File: src/design/srde_pkg.sv
// Shared types and constants for the signed radix digit emitter.
// Depends on nothing; every other design file imports it.
`default_nettype none

package srde_pkg;

	localparam int MAX_BASE    = 16;
	localparam int DIGIT_SLOTS = 32;
	localparam int NUM_W       = 32;
	localparam int CHAR_W      = 8;
	localparam int DIG_W       = $clog2(MAX_BASE);
	localparam int CNT_W       = $clog2(MAX_BASE + 1);
	localparam int SLOT_W      = $clog2(DIGIT_SLOTS + 1);
	localparam int STEP_W      = $clog2(NUM_W);

	// Request opcodes
	localparam logic [1:0] OP_CLEAR   = 2'd0;
	localparam logic [1:0] OP_APPEND  = 2'd1;
	localparam logic [1:0] OP_CONVERT = 2'd2;

	localparam logic [CHAR_W-1:0] CHAR_MINUS = 8'h2D;
	localparam logic [CHAR_W-1:0] CHAR_PLUS  = 8'h2B;

	typedef struct packed {
		logic [1:0]              opcode;
		logic [CHAR_W-1:0]       symbol;
		logic signed [NUM_W-1:0] number;
	} req_t;

	typedef struct packed {
		logic [CHAR_W-1:0] out_char;
		logic              last;
	} rsp_t;

	typedef struct packed {
		logic clear;
		logic append;
	} alpha_ctrl_t;

	typedef struct packed {
		logic start;
		logic next;
	} div_ctrl_t;

	typedef struct packed {
		logic done;
		logic quot_zero;
	} div_stat_t;

	typedef struct packed {
		logic push;
		logic pop;
	} stack_ctrl_t;

endpackage

`default_nettype wire

File: src/design/srde_alpha.sv
// Digit alphabet store: clear, checked append, and the symbol lookup for emission.
// Depends on srde_pkg.
`default_nettype none

module srde_alpha
	import srde_pkg::*;
(
	input  wire logic              clk,
	input  wire logic              arst_n,
	input  wire alpha_ctrl_t       ctrl,
	input  wire logic [CHAR_W-1:0] symbol,
	input  wire logic [DIG_W-1:0]  rd_idx,
	output logic [CHAR_W-1:0]      rd_char,
	output logic [CNT_W-1:0]       count,
	output logic                   bad
);

	logic [CHAR_W-1:0] symbols_q [MAX_BASE];
	logic [CNT_W-1:0]  count_q;
	logic              bad_q;
	logic [MAX_BASE-1:0] hit;
	logic              is_sign;
	logic              is_full;
	logic              reject;

	// Compare the new symbol against every stored entry in parallel
	always_comb begin
		for (int k = 0; k < MAX_BASE; k++) begin
			hit[k] = (CNT_W'(k) < count_q) && (symbols_q[k] == symbol);
		end
	end

	assign is_sign = (symbol == CHAR_MINUS) || (symbol == CHAR_PLUS);
	assign is_full = (count_q >= CNT_W'(MAX_BASE));
	assign reject  = is_sign || (|hit) || is_full;

	// Hold count and error flag
	always_ff @(posedge clk or negedge arst_n) begin
		if (!arst_n) begin
			count_q <= '0;
			bad_q   <= 1'b0;
		end else if (ctrl.clear) begin
			count_q <= '0;
			bad_q   <= 1'b0;
		end else if (ctrl.append) begin
			if (reject) begin
				bad_q <= 1'b1;
			end else begin
				count_q <= count_q + CNT_W'(1);
			end
		end
	end

	// Store accepted symbols
	always_ff @(posedge clk) begin
		if (ctrl.append && !ctrl.clear && !reject) begin
			symbols_q[count_q[DIG_W-1:0]] <= symbol;
		end
	end

	assign rd_char = symbols_q[rd_idx];
	assign count   = count_q;
	assign bad     = bad_q;

endmodule

`default_nettype wire

File: src/design/srde_div.sv
// Bit-serial restoring divider: one quotient bit per cycle, remainder is one digit.
// Depends on srde_pkg.
`default_nettype none

module srde_div
	import srde_pkg::*;
(
	input  wire logic             clk,
	input  wire logic             arst_n,
	input  wire div_ctrl_t        ctrl,
	input  wire logic [NUM_W-1:0] dividend,
	input  wire logic [CNT_W-1:0] base,
	output div_stat_t             stat,
	output logic [DIG_W-1:0]      digit
);

	logic [NUM_W-1:0]  quot_q;
	logic [DIG_W-1:0]  rem_q;
	logic [STEP_W-1:0] step_q;
	logic              busy_q;
	logic              done_q;
	logic [CNT_W-1:0]  trial;
	logic              fits;

	// Shift the next dividend bit into the partial remainder
	assign trial = {rem_q, quot_q[NUM_W-1]};
	assign fits  = (trial >= base);

	// Sequence the 32 steps of one division
	always_ff @(posedge clk or negedge arst_n) begin
		if (!arst_n) begin
			busy_q <= 1'b0;
			done_q <= 1'b0;
			step_q <= '0;
		end else begin
			done_q <= 1'b0;
			if (ctrl.start || ctrl.next) begin
				busy_q <= 1'b1;
				step_q <= '0;
			end else if (busy_q) begin
				step_q <= step_q + STEP_W'(1);
				if (step_q == STEP_W'(NUM_W - 1)) begin
					busy_q <= 1'b0;
					done_q <= 1'b1;
				end
			end
		end
	end

	// Advance quotient and remainder; next division reuses the quotient
	always_ff @(posedge clk) begin
		if (ctrl.start) begin
			quot_q <= dividend;
			rem_q  <= '0;
		end else if (ctrl.next) begin
			rem_q <= '0;
		end else if (busy_q) begin
			quot_q <= {quot_q[NUM_W-2:0], fits};
			rem_q  <= fits ? DIG_W'(trial - base) : trial[DIG_W-1:0];
		end
	end

	assign stat.done      = done_q;
	assign stat.quot_zero = (quot_q == '0);
	assign digit          = rem_q;

endmodule

`default_nettype wire

File: src/design/srde_stack.sv
// Digit stack as a shift line: push at the head, pop from the head.
// Depends on srde_pkg.
`default_nettype none

module srde_stack
	import srde_pkg::*;
(
	input  wire logic             clk,
	input  wire stack_ctrl_t      ctrl,
	input  wire logic [DIG_W-1:0] push_digit,
	output logic [DIG_W-1:0]      top_digit
);

	logic [DIG_W-1:0] slots_q [DIGIT_SLOTS];

	// Shift up on push, down on pop
	always_ff @(posedge clk) begin
		if (ctrl.push) begin
			slots_q[0] <= push_digit;
			for (int i = 1; i < DIGIT_SLOTS; i++) begin
				slots_q[i] <= slots_q[i-1];
			end
		end else if (ctrl.pop) begin
			for (int i = 0; i < DIGIT_SLOTS - 1; i++) begin
				slots_q[i] <= slots_q[i+1];
			end
		end
	end

	assign top_digit = slots_q[0];

endmodule

`default_nettype wire

File: src/design/signed_radix_digit_emitter.sv
// Signed radix digit emitter. Clear and append requests update the digit
// alphabet. A convert request with a valid alphabet of B >= 2 symbols takes
// the magnitude through a bit-serial divider; once all digits are found it emits
// one character per cycle (plus a leading '-' for a negative number) as fast
// as the consumer takes them; the divider finds one quotient bit per cycle.
// A rejected convert emits nothing.
// Input ready is high only while no conversion is in progress.
// Depends on srde_pkg, srde_alpha, srde_div and srde_stack.
`default_nettype none

module signed_radix_digit_emitter
	import srde_pkg::*;
(
	input  wire logic clk,
	input  wire logic arst_n,
	input  wire logic in_valid,
	output logic      in_ready,
	input  wire req_t in_req,
	output logic      out_valid,
	input  wire logic out_ready,
	output rsp_t      out_rsp
);

	typedef enum logic [1:0] {
		S_IDLE,
		S_DIV,
		S_EMIT
	} state_t;

	state_t            state_q;
	logic [SLOT_W-1:0] ndig_q;
	logic              neg_q;
	logic              out_valid_q;
	rsp_t              out_q;

	alpha_ctrl_t       alpha_ctrl;
	div_ctrl_t         div_ctrl;
	div_stat_t         div_stat;
	stack_ctrl_t       stack_ctrl;
	logic [CHAR_W-1:0] digit_char;
	logic [CNT_W-1:0]  sym_count;
	logic              alpha_bad;
	logic [DIG_W-1:0]  div_digit;
	logic [DIG_W-1:0]  top_digit;
	logic [NUM_W-1:0]  num_u;
	logic [NUM_W-1:0]  mag;
	logic              accept;
	logic              convert_ok;
	logic              slot_free;

	assign accept     = in_valid && in_ready;
	assign num_u      = NUM_W'(in_req.number);
	assign mag        = num_u[NUM_W-1] ? (~num_u + NUM_W'(1)) : num_u;
	assign convert_ok = (in_req.opcode == OP_CONVERT) && !alpha_bad
		&& (sym_count >= CNT_W'(2));
	assign slot_free  = !out_valid_q || out_ready;

	// Decode requests and sequence divider, stack and output
	always_comb begin
		alpha_ctrl.clear  = accept && (in_req.opcode == OP_CLEAR);
		alpha_ctrl.append = accept && (in_req.opcode == OP_APPEND);
		div_ctrl.start    = accept && convert_ok;
		div_ctrl.next     = (state_q == S_DIV) && div_stat.done && !div_stat.quot_zero;
		stack_ctrl.push   = (state_q == S_DIV) && div_stat.done;
		stack_ctrl.pop    = (state_q == S_EMIT) && slot_free && !neg_q;
	end

	srde_alpha u_alpha (
		.clk     (clk),
		.arst_n  (arst_n),
		.ctrl    (alpha_ctrl),
		.symbol  (in_req.symbol),
		.rd_idx  (top_digit),
		.rd_char (digit_char),
		.count   (sym_count),
		.bad     (alpha_bad)
	);

	srde_div u_div (
		.clk      (clk),
		.arst_n   (arst_n),
		.ctrl     (div_ctrl),
		.dividend (mag),
		.base     (sym_count),
		.stat     (div_stat),
		.digit    (div_digit)
	);

	srde_stack u_stack (
		.clk        (clk),
		.ctrl       (stack_ctrl),
		.push_digit (div_digit),
		.top_digit  (top_digit)
	);

	// State, digit count and output register
	always_ff @(posedge clk or negedge arst_n) begin
		if (!arst_n) begin
			state_q     <= S_IDLE;
			ndig_q      <= '0;
			neg_q       <= 1'b0;
			out_valid_q <= 1'b0;
			out_q       <= '0;
		end else begin
			// Load a new character, or drop the held one once taken
			if ((state_q == S_EMIT) && slot_free) begin
				out_valid_q <= 1'b1;
			end else if (out_ready) begin
				out_valid_q <= 1'b0;
			end
			unique case (state_q)
				S_IDLE: begin
					if (div_ctrl.start) begin
						state_q <= S_DIV;
						ndig_q  <= '0;
						neg_q   <= num_u[NUM_W-1];
					end
				end
				S_DIV: begin
					if (div_stat.done) begin
						ndig_q <= ndig_q + SLOT_W'(1);
						if (div_stat.quot_zero) begin
							state_q <= S_EMIT;
						end
					end
				end
				S_EMIT: begin
					if (slot_free) begin
						if (neg_q) begin
							neg_q          <= 1'b0;
							out_q.out_char <= CHAR_MINUS;
							out_q.last     <= 1'b0;
						end else begin
							out_q.out_char <= digit_char;
							out_q.last     <= (ndig_q == SLOT_W'(1));
							ndig_q         <= ndig_q - SLOT_W'(1);
							if (ndig_q == SLOT_W'(1)) begin
								state_q <= S_IDLE;
							end
						end
					end
				end
				default: state_q <= S_IDLE;
			endcase
		end
	end

	assign in_ready  = (state_q == S_IDLE);
	assign out_valid = out_valid_q;
	assign out_rsp   = out_q;

endmodule

`default_nettype wire

File: config.mk
export PLATFORM = sky130hd
export DESIGN_NAME = signed_radix_digit_emitter
export DESIGN_NICKNAME = d
export VERILOG_FILES = /design/src/design/srde_pkg.sv /design/src/design/srde_alpha.sv /design/src/design/srde_div.sv /design/src/design/srde_stack.sv /design/src/design/signed_radix_digit_emitter.sv
export SDC_FILE = /design/constraint.sdc
export NUM_CORES = 1
export LEC_CHECK = 0
export ABC_AREA = 1
export BUFFER_PORTS_ARGS = -buffer_cell sky130_fd_sc_hd__buf_4
export CORE_MARGIN = 10
export CORE_UTILIZATION = 53
export DETAILED_ROUTE_END_ITERATION = 12
export PLACE_DENSITY_LB_ADDON = 0.08
export SYNTH_ARGS = -nofsm -noshare
export SYNTH_HDL_FRONTEND = slang
export SYNTH_SLANG_ARGS = --single-unit
File: constraint.sdc
create_clock -name clk -period 7.5 [get_ports clk]
set_clock_uncertainty 0.2 [all_clocks]
set_input_delay 0.375 -clock clk [delete_from_list [all_inputs] [get_ports clk]]
set_output_delay 0.375 -clock clk [all_outputs]
set_load 0.1 [all_outputs]
==> results.sh <==
export IMPL_status="finished, final reports clean"
export IMPL_fmax_mhz=262
export IMPL_post_route_period_util_pct=50.8
export IMPL_drive_gt1_share_pct=9.51
export IMPL_post_cts_setup_buffers=0
export IMPL_power_leakage_nw=8.02
export IMPL_antennaDiodeCount=0
export IMPL_synthTopCellsByArea="edfxtp_1, nand2_1, o21ai_0, dfrtp_1, inv_1"
export IMPL_grt_pass1_vias=12300
export IMPL_syn_area_mm2=0.0173
export IMPL_start_util_pct=53.4
export IMPL_pwr_share_seq_pct=44.1
export IMPL_drc=0
export IMPL_gpl_final_weighted_congestion=0.905
export IMPL_numCtsBuffers=38
export IMPL_yosysSeqAreaShare_pct=55.1
export IMPL_dieWidth_um=201
export IMPL_grt_usage_pct=20.5
export IMPL_final_antenna_net_count=0
export IMPL_rr_endpoint="u_stack.slots_q[5][7]"
export IMPL_ys_top_cells_by_count="nand2_1, edfxtp_1, inv_1"
export IMPL_r2r_slack_ns=3.69
export IMPL_ff_latch_area_mm2=0.00953
export IMPL_wirelength_mm=42.4
export IMPL_layoutNonFillerInstCount=2408
export IMPL_worstPathMaxFanout=68
export IMPL_yosysTopAreaCellShare_pct=50.0
export IMPL_whs_ns=0.0423
export IMPL_synth_flop_cell="edfxtp_1"
export IMPL_hpwl_mm=28.6
export IMPL_crit_start="state_q[0]"
export IMPL_htreeDepth=2
export IMPL_synth_cell_types=45
export IMPL_r2r_start="state_q[0]"
export IMPL_hold_viol_final=0
export IMPL_viasPerCell=5.39
export IMPL_power_frac_comb_pct=26.5
export IMPL_fillers=2921
export IMPL_final_nets=2004
export IMPL_setup_viol=0
export IMPL_drtIter0Drc=1056
export IMPL_wl_per_cell_um=17.6
export IMPL_setup_tns_ns=0
export IMPL_drv_slew=0
export IMPL_io_buffer_count=56
export IMPL_vdd_drop_max_mv=0.222
export IMPL_rsz0062_at_grt="false"
export IMPL_antenna_found_initial=0
export IMPL_synth_edf_count=288
export IMPL_power_switching_mw=2.04
export IMPL_io_pins=57
export IMPL_period_minus_slack_ns=3.81
export IMPL_root_buffer="clkbuf_16"
export IMPL_drt_pass1_iterations=5
export IMPL_syn_mean_instance_area_um2=9.05
export IMPL_maxCapViolCount=0
export IMPL_worstSkewPairLatency_ns=0.52
export IMPL_swShare_pct=33.8
export IMPL_crit_end="u_stack.slots_q[5][7]"
export IMPL_cts_sinks=324
export IMPL_powerDensity_mw_per_mm2=316
export IMPL_grt_pass1_wl_mm=67.1
export IMPL_endpoint_kind="register"
export IMPL_critPathArrivalTime_ns=3.76
export IMPL_area_delta_synth_final_pct=10.5
export IMPL_crit_type="reg2reg"
export IMPL_cts_buffer_depth=3
export IMPL_std_cell_rows=66
export IMPL_die_y_um=201
export IMPL_synth_seq_cells=324
export IMPL_synth_fp_nets=1975
export IMPL_synth_most_common_cell="nand2_1"
export IMPL_yosysTopAreaCell="edfxtp_1"
export IMPL_yosys_warnings=0
export IMPL_placed_cells=2334
export IMPL_worst_slew_pin_slew_ns=1.07
export IMPL_r2r_cells=7
export IMPL_multiInputGateArea_mm2=0.00651
export IMPL_cts_hold_buf=6
export IMPL_internal_power_mw=3.99
export IMPL_cts_clk_slew_worst_paths_ns=0.06
export IMPL_startpoint_type="register"
export IMPL_fp_dieArea_mm2=0.0402
export IMPL_cts_tree="built"
export IMPL_overflow=0
export IMPL_synthArstFlopShare_pct=9.88
export IMPL_slew_headroom_pct=28.7
export IMPL_vias=13000
export IMPL_grt_max_degree=106
export IMPL_synthCells=1909
export IMPL_core_area_mm2=0.0324
export IMPL_p_clk_share_pct=29.4
export IMPL_worstPathRequired_ns=7.45
export IMPL_holdCritPathClass="in2reg"
export IMPL_cts_resized=0
[placed cells by master (no fill, tap or decap), types with 6 or more instances in the layout]
cell,synthesis,final
nand2_2,7,7
nand3_1,99,99
nor2_1,174,174
nor3_1,10,10
clkbuf_1,32,16
inv_1,199,198
mux2_2,39,39
xnor2_1,40,40
xor2_1,33,33
nand4_1,17,17
dlygate4sd3_1,0,6
inv_2,11,12
buf_4,11,63
o211ai_1,20,20
a21oi_1,84,84
ha_1,19,19
clkbuf_16,0,38
nand2_1,527,525
dfrtp_1,32,32
edfxtp_1,288,288
or2_2,6,6
o21ai_0,170,170
nor4_1,8,8
[layer usage]
layer / wire length (um) / global-route usage, %
met1: 19000 / 28.1
met2: 19800 / 32.5
met3: 2700 / 3.94
met4: 901 / 5.84
met5: 0 / 0
[cells by family after synthesis]
family,after synthesis,share of synthesized area [%]
compound gates,298,9.22
mux,39,2.54
flops,324,55.1
buf+inv,292,7.27
xor+xnor,73,3.70
simple gates,863,20.6
fa+ha+maj,20,1.49
[worst min-delay path by stage]
stage                     slack (ns)  startpoint  cells past startpoint               end
after floorplan                -0.12      arst_n                      0         ndig_q[0]
after global placement          0.14      arst_n                      1         ndig_q[2]
after detailed placement        0.14      arst_n                      1         ndig_q[2]
after CTS                       0.03  in_req[23]                      3  u_div.quot_q[23]
after global routing            0.06   in_req[0]                      3   u_div.quot_q[0]
final                           0.04   in_req[0]                      3   u_div.quot_q[0]
[flip-flops by register name, indices dropped and copies added, names as in the netlist]
name / cells
u_div.quot_q: 32
out_valid: 1
neg_q: 1
u_div.done_q: 1
u_stack.slots_q: 128
u_alpha.bad: 1
u_alpha.symbols_q: 128
state_q: 2
u_div.digit: 4
u_alpha.count: 5
u_div.step_q: 5
u_div.busy_q: 1
out_rsp: 9
ndig_q: 6
[critical path: stages, from the launching register on]
cell and delay [ns]:
dfrtp_1 0.41, inv_1 0.09, ha_1 0.34, nand2_1 0.25, nor2_1 0.44, inv_1 0.27, nand2_4 0.60, buf_4 0.78
[through the flow]
step,power (mW),util [%],setup WS [ns],area (um2)
floorplan,3.83,-,2.66,17300
global placement,4.26,55.2,3.80,17900
detailed placement,4.29,55.2,3.64,17900
CTS,6.06,59.0,3.64,19100
global route,6.37,59.0,3.28,19100
finish,6.03,59.0,3.69,19100
[final cells by class]
| cell class | count | share of cell area (%) |
|---|---|---|
| Tap cell | 442 | 2.90 |
| Sequential cell | 324 | 49.9 |
| Inverter | 212 | 4.17 |
| Timing Repair Buffer | 69 | 2.79 |
| Multi-Input combinational cell | 1293 | 34.1 |
| Clock buffer | 54 | 5.29 |
| Clock inverter | 14 | 0.858 |
[power by group through the flow]
stage               sequential [mW]  combinational [mW]  clock, mW
floorplan                      2.78                1.05          0
global placement               2.68                1.58          0
detailed placement             2.69                1.60          0
CTS                            2.66                1.61       1.80
global route                   2.70                1.80       1.88
finish                         2.66                1.60       1.77
Note: power is estimated with default switching activity, not from simulation.
